## src/sv/fault_escalation_supervisor_defines.svh

```systemverilog
// Assertion macros for the fault escalation supervisor
`ifndef FAULT_ESCALATION_SUPERVISOR_DEFINES_SVH
`define FAULT_ESCALATION_SUPERVISOR_DEFINES_SVH

// Check a property on every rising edge outside reset
`define FES_ASSERT(label, clk, rst_n, prop, msg) \
  label: assert property (@(posedge clk) disable iff (!(rst_n)) (prop)) else $error(msg);

// Check that a condition is followed in the next cycle by a consequence
`define FES_ASSERT_NEXT(label, clk, rst_n, ante, cons, msg) \
  label: assert property (@(posedge clk) disable iff (!(rst_n)) (ante) |=> (cons)) \
    else $error(msg);

`endif

```

## src/sv/fes_pkg.sv

```systemverilog
// Shared types and constants of the fault escalation supervisor
package fes_pkg;

  localparam int unsigned TOTAL_BITS = 32;
  localparam int unsigned OUT_TOTAL_BITS = 32;
  localparam int unsigned THR_BITS = 8;
  localparam int unsigned CNT_BITS = 8;
  localparam int unsigned REASON_BITS = 4;
  localparam int unsigned CFG_IDX_BITS = 1;

  localparam logic [THR_BITS-1:0] THRESHOLD_RESET = THR_BITS'(3);

  localparam logic [CFG_IDX_BITS-1:0] CFG_ESCALATE = 1'b0;
  localparam logic [CFG_IDX_BITS-1:0] CFG_RECOVERY = 1'b1;

  typedef enum logic [1:0] {
    ACT_REPORT  = 2'd0,
    ACT_SUCCESS = 2'd1,
    ACT_CLEAR   = 2'd2,
    ACT_NONE    = 2'd3
  } action_e;

  typedef enum logic [1:0] {
    LEVEL_OK       = 2'd0,
    LEVEL_DEGRADED = 2'd1,
    LEVEL_FAULT    = 2'd2
  } level_e;

  typedef struct packed {
    logic [1:0]             action;
    logic [REASON_BITS-1:0] reason_code;
  } in_word_t;

  typedef struct packed {
    logic [1:0]                level;
    logic [REASON_BITS-1:0]    last_reason;
    logic [OUT_TOTAL_BITS-1:0] incident_total;
    logic [CNT_BITS-1:0]       recent_count;
  } out_word_t;

  typedef struct packed {
    level_e                 level;
    logic [REASON_BITS-1:0] reason;
    logic [TOTAL_BITS-1:0]  total;
    logic [CNT_BITS-1:0]    recent;
    logic [CNT_BITS-1:0]    run;
  } state_t;

endpackage

```

## src/sv/fes_in_if.sv

```systemverilog
// Event channel of the fault escalation supervisor
interface fes_in_if;
  logic               valid;
  logic               ready;
  fes_pkg::in_word_t  data;

  modport source (output valid, output data, input ready);
  modport sink (input valid, input data, output ready);
endinterface

```

## src/sv/fes_out_if.sv

```systemverilog
// Result channel of the fault escalation supervisor
interface fes_out_if;
  logic               valid;
  logic               ready;
  fes_pkg::out_word_t data;

  modport source (output valid, output data, input ready);
  modport sink (input valid, input data, output ready);
endinterface

```

## src/sv/fes_update.sv

```systemverilog
// Next-state logic for one event of the fault escalation supervisor
module fes_update (
  input  fes_pkg::state_t                 state_i,
  input  fes_pkg::in_word_t               word_i,
  input  logic [fes_pkg::THR_BITS-1:0]    esc_thr_i,
  input  logic [fes_pkg::THR_BITS-1:0]    rec_thr_i,
  output fes_pkg::state_t                 state_o
);

  localparam logic [fes_pkg::CNT_BITS-1:0] CntMax = '1;

  logic [fes_pkg::CNT_BITS-1:0] recent_inc;
  logic [fes_pkg::CNT_BITS-1:0] run_inc;
  logic [fes_pkg::CNT_BITS-1:0] recent_dec;

  assign recent_inc = (state_i.recent == CntMax) ? state_i.recent
                                                 : state_i.recent + 1'b1;
  assign run_inc    = (state_i.run == CntMax) ? state_i.run : state_i.run + 1'b1;
  assign recent_dec = (state_i.recent == '0) ? state_i.recent : state_i.recent - 1'b1;

  always_comb begin
    state_o = state_i;
    case (fes_pkg::action_e'(word_i.action))
      fes_pkg::ACT_REPORT: begin
        state_o.total  = state_i.total + 1'b1;
        state_o.run    = '0;
        state_o.reason = word_i.reason_code;
        if (state_i.level != fes_pkg::LEVEL_FAULT) begin
          state_o.recent = recent_inc;
          state_o.level  = (recent_inc >= esc_thr_i) ? fes_pkg::LEVEL_FAULT
                                                     : fes_pkg::LEVEL_DEGRADED;
        end
      end
      fes_pkg::ACT_SUCCESS: begin
        if (state_i.level == fes_pkg::LEVEL_DEGRADED) begin
          state_o.run = run_inc;
          if (run_inc >= rec_thr_i) begin
            state_o.level  = fes_pkg::LEVEL_OK;
            state_o.reason = '0;
            state_o.recent = '0;
          end
        end else if (state_i.level == fes_pkg::LEVEL_OK) begin
          state_o.recent = recent_dec;
        end
      end
      fes_pkg::ACT_CLEAR: begin
        state_o.level  = fes_pkg::LEVEL_OK;
        state_o.reason = '0;
        state_o.recent = '0;
        state_o.run    = '0;
      end
      default: begin
        state_o = state_i;
      end
    endcase
  end

endmodule

```

## src/sv/fault_escalation_supervisor.sv

```systemverilog
// Top level of the fault escalation supervisor
//
//   channel   dir  handshake      word
//   in_i      in   valid/ready    action, reason_code
//   out_o     out  valid/ready    level, last_reason, incident_total, recent_count
//   cfg       in   cfg_we_i       cfg_idx_i selects threshold, cfg_wdata_i value
//
// An accepted word passes through an input register, then the state update and result
// register. One word is taken every cycle while results drain.
// Reset clears the level, counters and reason, and sets both thresholds to 3.
// A stalled result holds the pipeline; the input register still takes one word.
`include "fault_escalation_supervisor_defines.svh"

module fault_escalation_supervisor (
  input  logic                              clk_i,
  input  logic                              rst_ni,
  fes_in_if.sink                            in_i,
  fes_out_if.source                         out_o,
  input  logic                              cfg_we_i,
  input  logic [fes_pkg::CFG_IDX_BITS-1:0]  cfg_idx_i,
  input  logic [fes_pkg::THR_BITS-1:0]      cfg_wdata_i
);

  logic                          in_valid_q;
  fes_pkg::in_word_t             in_word_q;
  logic                          out_valid_q;
  fes_pkg::out_word_t            out_q;
  fes_pkg::out_word_t            out_d;
  fes_pkg::state_t               state_q;
  fes_pkg::state_t               state_d;
  logic [fes_pkg::THR_BITS-1:0]  esc_thr_q;
  logic [fes_pkg::THR_BITS-1:0]  rec_thr_q;
  logic                          advance;
  logic                          in_ready;

  assign advance  = in_valid_q && (!out_valid_q || out_o.ready);
  assign in_ready = !in_valid_q || advance;

  assign in_i.ready = in_ready;
  assign out_o.valid = out_valid_q;
  assign out_o.data  = out_q;

  fes_update u_update (
    .state_i   (state_q),
    .word_i    (in_word_q),
    .esc_thr_i (esc_thr_q),
    .rec_thr_i (rec_thr_q),
    .state_o   (state_d)
  );

  always_comb begin
    out_d.level          = state_d.level;
    out_d.last_reason    = state_d.reason;
    out_d.incident_total = fes_pkg::OUT_TOTAL_BITS'(state_d.total);
    out_d.recent_count   = state_d.recent;
  end

  always_ff @(posedge clk_i or negedge rst_ni) begin
    if (!rst_ni) begin
      in_valid_q  <= 1'b0;
      out_valid_q <= 1'b0;
      state_q     <= '{level: fes_pkg::LEVEL_OK, default: '0};
      esc_thr_q   <= fes_pkg::THRESHOLD_RESET;
      rec_thr_q   <= fes_pkg::THRESHOLD_RESET;
    end else begin
      if (in_ready) begin
        in_valid_q <= in_i.valid;
      end
      if (advance) begin
        out_valid_q <= 1'b1;
        state_q     <= state_d;
      end else if (out_o.ready) begin
        out_valid_q <= 1'b0;
      end
      if (cfg_we_i) begin
        case (cfg_idx_i)
          fes_pkg::CFG_ESCALATE: esc_thr_q <= cfg_wdata_i;
          fes_pkg::CFG_RECOVERY: rec_thr_q <= cfg_wdata_i;
          default: begin
            esc_thr_q <= esc_thr_q;
          end
        endcase
      end
    end
  end

  always_ff @(posedge clk_i) begin
    if (in_ready && in_i.valid) begin
      in_word_q <= in_i.data;
    end
    if (advance) begin
      out_q <= out_d;
    end
  end

  `FES_ASSERT_NEXT(a_total_step, clk_i, rst_ni, advance && (in_word_q.action == fes_pkg::ACT_REPORT), state_q.total == $past(state_q.total) + 1'b1, "total did not advance on a report")
  `FES_ASSERT_NEXT(a_fault_latch, clk_i, rst_ni, (state_q.level == fes_pkg::LEVEL_FAULT) && !(advance && (in_word_q.action == fes_pkg::ACT_CLEAR)), state_q.level == fes_pkg::LEVEL_FAULT, "fault level left without a clear")
  `FES_ASSERT_NEXT(a_result_follows, clk_i, rst_ni, advance, out_valid_q && (out_q.level == state_q.level) && (out_q.recent_count == state_q.recent), "result does not match state")
  `FES_ASSERT(a_ok_no_reason, clk_i, rst_ni, !((state_q.level == fes_pkg::LEVEL_OK) && (state_q.reason != '0)), "reason kept in OK")

endmodule

```

## src/flat_wrapper.sv

```systemverilog
// flat-port wrapper written by rule: the top's interface ports become plain ports
module fault_escalation_supervisor_flat 
  (clk_i, rst_ni, cfg_we_i, cfg_idx_i, cfg_wdata_i, in_i_valid, in_i_data, in_i_ready, out_o_valid, out_o_data, out_o_ready);
  fes_in_if in_i_i ();
  fes_out_if out_o_i ();
  input  logic clk_i;
  input  logic rst_ni;
  input  logic cfg_we_i;
  input  logic [fes_pkg::CFG_IDX_BITS-1:0] cfg_idx_i;
  input  logic [fes_pkg::THR_BITS-1:0] cfg_wdata_i;
  input wire logic [$bits(in_i_i.valid)-1:0] in_i_valid;
  input wire logic [$bits(in_i_i.data)-1:0] in_i_data;
  output wire logic [$bits(in_i_i.ready)-1:0] in_i_ready;
  output wire logic [$bits(out_o_i.valid)-1:0] out_o_valid;
  output wire logic [$bits(out_o_i.data)-1:0] out_o_data;
  input wire logic [$bits(out_o_i.ready)-1:0] out_o_ready;
  assign in_i_i.valid = in_i_valid;
  assign in_i_i.data = in_i_data;
  assign in_i_ready = in_i_i.ready;
  assign out_o_valid = out_o_i.valid;
  assign out_o_data = out_o_i.data;
  assign out_o_i.ready = out_o_ready;
  fault_escalation_supervisor u_core (.clk_i(clk_i), .rst_ni(rst_ni), .in_i(in_i_i), .out_o(out_o_i), .cfg_we_i(cfg_we_i), .cfg_idx_i(cfg_idx_i), .cfg_wdata_i(cfg_wdata_i));
endmodule
```

## config.mk

```make
export PLATFORM = sky130hd
export DESIGN_NAME = fault_escalation_supervisor_flat
export DESIGN_NICKNAME = d
export VERILOG_FILES = /design/src/sv/fes_pkg.sv /design/src/sv/fes_in_if.sv /design/src/sv/fes_out_if.sv /design/src/sv/fes_update.sv /design/src/sv/fault_escalation_supervisor.sv /design/src/flat_wrapper.sv
export VERILOG_INCLUDE_DIRS = /design/src /design/src/sv
export SDC_FILE = /design/constraint.sdc
export NUM_CORES = 1
export LEC_CHECK = 0
export ABC_CLOCK_PERIOD_IN_PS = 5830
export BUFFER_PORTS_ARGS = -buffer_cell sky130_fd_sc_hd__buf_2
export CAP_MARGIN = 20
export CORE_MARGIN = 1
export CORE_UTILIZATION = 55
export DETAILED_ROUTE_END_ITERATION = 8
export GPL_TIMING_DRIVEN = 0
export PLACE_DENSITY_LB_ADDON = 0.25
export SKIP_LAST_GASP = 1
export SLEW_MARGIN = 20
export SYNTH_ARGS = -nofsm -noshare
export SYNTH_HDL_FRONTEND = slang
export SYNTH_HIERARCHICAL = 1
export SYNTH_SLANG_ARGS = --single-unit
```

## constraint.sdc

```tcl
create_clock -name clk_i -period 5.83 [get_ports clk_i]
set_input_delay 1.4575 -clock clk_i [delete_from_list [all_inputs] [get_ports clk_i]]
set_output_delay 1.4575 -clock clk_i [all_outputs]
set_load 0.01 [all_outputs]
```

# Word-level counts from Yosys, hierarchy flattened

Index checks and enable logic that the tools add are counted.

Register bits: 124
Bits of input ports: 20
Logic and storage cells: 60
Output and inout bits: 48

Bitwise gates (word level): 1
Muxes and demuxes: 17
Add/subtract/negate cells: 4
Magnitude comparators: 2
Equal/unequal tests: 7
Reduce and logical (&&, ||, !) cells: 14

Operators with widths:

| operator              | number |
|---|---|
| $mux 8                | 8 |
| $pmux 16 s3           | 1 |
| $add 32x1->32 const B | 1 |
| $mux 32               | 1 |
| $pmux 6 s3            | 1 |
| $add 8x1->8 const B   | 2 |
| $eq 8x8->1 const B    | 2 |
| $ge 8x8->1            | 2 |
| $mux 6                | 2 |
| $logic_not 8->1       | 1 |
| $sub 8x1->8 const B   | 1 |
| $eq 2x1->1 const B    | 2 |
| $logic_not 2->1       | 2 |
| $mux 2                | 2 |
| $ne 2x2->1 const B    | 2 |
| $reduce_and 2->1      | 2 |
| $reduce_and 3->1      | 1 |
| $reduce_bool 3->1     | 1 |
| $eq 2x2->1 const B    | 1 |
| $logic_and 1x1->1     | 2 |
| $logic_not 1->1       | 2 |
| $logic_or 1x1->1      | 2 |
| $mux 1                | 2 |
| $reduce_bool 2->1     | 1 |
| $not 1->1             | 1 |

# Depth between registers and ports, before layout

Depth after elaboration: 6
Depth in mapped cells: 16
Gate-level depth less buffers: 15

# Hierarchy

Netlist, hierarchy kept.

Modules (own cells, without submodules):

| module                      | sequential area each (sq um) | cells each | area each (sq um) | instances |
|---|---|---|---|---|
| fault_escalation_supervisor | 3,368.2                      | 209        | 4,466.8           | 1 |
| fes_update                  | 0.0                          | 323        | 2,123.3           | 1 |

# Worst setup path before layout

Ideal clock, no wire load.

Path kind: reg-to-reg
Start point: register u_core/state_q[0] (netlist name)
End point: register u_core/state_q[10] (netlist name)
Path buffers: 1
Clock period less this slack: 3.404 ns
Arrival time: 3.279 ns
Data required time: 5.705 ns
Library setup time: 0.125 ns
Setup slack: 2.426 ns
Stages on the path, launching flop included: 15
Path through: dfrtp_1 > ha_1 > and3_1 > and2_1 > nand4_1 > buf_2 > mux2_2 > ha_1 > inv_1 > o21ai_0 > a311oi_2 > o21ai_2 > o21ai_1 > a211o_1 > mux2_4

RTL lines:

| element                | line                              | text |
|---|---|---|
| from (decl)            | fault_escalation_supervisor.sv:29 | `fes_pkg::state_t state_q;` |
| from (signal assigned) | fault_escalation_supervisor.sv:71 | `state_q <= state_d;` |

==> impl_metrics.json <==
{
  "synth_cell_types": 63,
  "swShare": 0.303,
  "finClkSkew_ps": 7.17,
  "grt_start_max_net_pins": 47,
  "totalWireLength_um": 13400,
  "die-area_sq_um": 12400,
  "min_path_cells": 1,
  "synth_edf_count": 52,
  "slew_violations": 0,
  "cpMostUsedCell": "ha_1",
  "cts_buffer_depth": 2,
  "placedCellCount": 744,
  "reg2reg_to": "u_core/state_q[10]",
  "cts_made_buffers": 17,
  "rr_worst_depth": 14,
  "use_met1": 0.287,
  "setup_viol": 0,
  "first_iter_violations": 290,
  "hold-worst-slack_ps": 509,
  "fin_crit_ps": 4020,
  "syn_inst": 532,
  "cts_tree": "yes",
  "grt_use_met2": 0.405,
  "met3_usage": 0.0572,
  "finalHoldViolCount": 0,
  "ios": 68,
  "cts_setup_buffers": 0,
  "vias": 4385,
  "reg2reg_slack_ps": 1810,
  "internal-power_mw": 2.04,
  "cts-resized-gates": 0,
  "firstDrtPassIters": 7,
  "yosys_warnings": 6,
  "cts_sinks": 124,
  "rsz0062_at_grt": "no",
  "rows": 39,
  "cp-start-kind": "flop",
  "hold_class": "flop to flop",
  "powerDensity_nw_per_um2": 379,
  "die_h_um": 111,
  "worst_slew_pin_slew_ps": 692,
  "portBuffers": 67,
  "syn_to_final_growth_pct": 17.2,
  "hp-start": "u_core/rec_thr_q[6]",
  "ys_dominant_reg_cell": "dfrtp_1",
  "yosys_register_bits": 124,
  "pre_cts_ws_ps": 1900,
  "dpl.hpwl_um": 9200,
  "place_congestion": 0.882,
  "maxCapViolCount": 0,
  "max_freq_mhz": 249,
  "slowest_stage": "dfrtp_1",
  "leakage_nw": 3.57,
  "drive_gt1_frac": 0.325,
  "via_per_inst": 5.65,
  "grt_pass1_wl_um": 22500,
  "cp-end-kind": "flop",
  "crit_type": "flop to flop",
  "grt_pass1_vias": 4485,
  "syn_area_per_cell_sq_um": 12.4,
  "core_sq_um": 11600,
  "comb_power_share": 0.274,
  "fillers": 851,
  "failed_checks": "design-rule violations",
  "clock-root-buffer": "clkbuf_16",
  "busiest_layer": "met2",
  "num-nets-final": 661,
  "final_cell_mix": "buf_2 (74), dfrtp_1 (68), edfxtp_1 (52), mux2_4 (49), nand2_1 (44)",
  "wl_per_cell_um": 17.2,
  "fin_tns_setup_ps": 0,
  "n_antenna_cell": 0,
  "vdd.ir_drop.worst_mv": 0.216,
  "finalNonFillerCells": 776,
  "layout_commonest_cell": "buf_2",
  "status": "finished with violations",
  "crit-reg2reg-launch": "u_core/state_q[0]",
  "drc": 9,
  "ant_nets": 0,
  "synth_area_sq_um": 6590,
  "fin_util": 0.668,
  "path_max_fanout": 10,
  "grt_overflow_total": 0,
  "ctsHoldBuffers": 0,
  "clkSlewWorstSetupHoldPaths_ps": 50,
  "setup_ws_ps": 1810,
  "arrival_ps": 4320,
  "yosysSeqAreaShare": 0.511,
  "syn_nets": 573,
  "insertion_delay_ps": 420,
  "placed_cell_area_sq_um": 7150,
  "p_clk_frac": 0.340,
  "fin_area_sq_um": 7720,
  "seq_power_share": 0.386,
  "grt.total_usage": 0.234,
  "synthArstFlopShare": 0.581,
  "holdPathEnd": "u_core/rec_thr_q[6]",
  "required_ps": 6130,
  "cpPeakStageDelay_ps": 440,
  "die_w_um": 111,
  "fin_total_pwr_mw": 2.92,
  "cp_cell_sequence": "ha_1 > and3_1 > and2_1 > nand4_1 > buf_2 > mux2_2 > ha_1 > inv_1 > o21ai_0 > a311oi_2 > o21ai_2 > o21ai_1 > a211o_1 > mux2_4",
  "htree_levels": 4,
  "power.switching_uw": 887,
  "start_util": 0.570,
  "antenna_found_initial": 0,
  "post-route-period-util": 0.689,
  "max-slew-margin-rel": 0.536
}
## area by class of cell
type | count | area [sq um] | share of cell area
Multi-Input combinational cell | 366 | 3010 | 0.389
Buffer | 21 | 138 | 0.0178
Timing Repair Buffer | 69 | 385 | 0.0499
Inverter | 21 | 78.8 | 0.0102
Tap cell | 143 | 179 | 0.0232
Clock buffer | 23 | 478 | 0.0619
Sequential cell | 124 | 3370 | 0.436
Clock inverter | 9 | 88.8 | 0.0115
## critical path: cells and delay by family (launching register included)
family	cells	cell delay (ps)
adder cells (fa/ha/maj)	2	590
AND/OR/NAND/NOR	3	560
multiplexers	2	640
flip-flops	1	440
AO/OA/AOI/OAI	5	1380
buffers and inverters	2	290
## flip-flops by register name, summed over array words and instances (netlist names)
| register | flops |
|---|---|
| u_core/in_word_q | 6 |
| u_core/out_o.valid | 1 |
| u_core/out_o.data | 46 |
| u_core/esc_thr_q | 8 |
| u_core/in_valid_q | 1 |
| u_core/rec_thr_q | 8 |
| u_core/state_q | 54 |
## kinds of logic after synthesis
logic type | after synthesis | share of synthesized area
adders and majority gates | 21 | 0.0399
muxes | 76 | 0.157
DFF | 124 | 0.511
and+or+nand+nor | 163 | 0.134
xor gates and xnor gates | 42 | 0.0558
buffers and inverters | 42 | 0.0328
AOI/OAI and AO/OA | 64 | 0.0695
## worst max-delay path by stage
stage	from	end	slack (ps)	depth (start not counted)
2_1_floorplan	u_core/state_q[0]	u_core/state_q[10]	2430	14
3_3_place_gp	u_core/state_q[0]	u_core/state_q[10]	2040	14
3_5_place_dp	u_core/state_q[0]	u_core/state_q[10]	1900	14
4_1_cts	u_core/state_q[0]	u_core/state_q[10]	1870	14
5_1_grt	u_core/state_q[0]	u_core/state_q[10]	1690	14
6_report	u_core/state_q[0]	u_core/state_q[10]	1810	14
## power groups by stage
stage	Sequential [mW]	Combinational, mW	Clock, mW
after detailed placement	1.14	0.790	0
after global placement	1.14	0.766	0
after global routing	1.14	0.887	1.05
after CTS	1.13	0.799	1.01
after floorplan	1.14	0.577	0
final	1.13	0.801	0.995
## metal layers
layer  vias up  wire length (um)
li1       2094                 -
met1      2170              5870
met2       101              6780
met3        20               504
met4         0               197
met5         -                 0
## cells in the mapped netlist, types with 2 or more instances
| master | number | area share |
|---|---|---|
| buf_6 | 6 | 0.010 |
| dfrtp_1 | 68 | 0.26 |
| inv_1 | 21 | 0.012 |
| ha_1 | 21 | 0.040 |
| a31oi_1 | 2 | 0.0019 |
| nand4_1 | 8 | 0.0076 |
| nor2_1 | 33 | 0.019 |
| o21a_1 | 4 | 0.0046 |
| and3_1 | 11 | 0.010 |
| mux2_2 | 24 | 0.041 |
| nand2_1 | 44 | 0.025 |
| buf_2 | 8 | 0.0061 |
| o31ai_1 | 2 | 0.0023 |
| a21oi_1 | 10 | 0.0076 |
| nor2b_1 | 8 | 0.0076 |
| edfxtp_1 | 52 | 0.24 |
| a221o_1 | 2 | 0.0030 |
| nor4_1 | 2 | 0.0019 |
| nor3_1 | 9 | 0.0068 |
| mux2i_1 | 3 | 0.0046 |
| o21ai_0 | 14 | 0.011 |
| o21bai_1 | 3 | 0.0034 |
| and2_1 | 9 | 0.0085 |
| and4_1 | 3 | 0.0040 |
| a211oi_1 | 2 | 0.0023 |
| a32o_1 | 5 | 0.0076 |
| clkbuf_1 | 6 | 0.0034 |
| xor2_1 | 9 | 0.012 |
| nand3_1 | 17 | 0.013 |
| dfstp_2 | 4 | 0.016 |
| o211ai_1 | 2 | 0.0023 |
| nand2b_1 | 4 | 0.0038 |
| xnor2_1 | 33 | 0.044 |
| mux2_4 | 49 | 0.11 |
| a211o_1 | 2 | 0.0027 |
| a21o_1 | 5 | 0.0057 |
No activity file was read; power rests on OpenSTA's default activity.
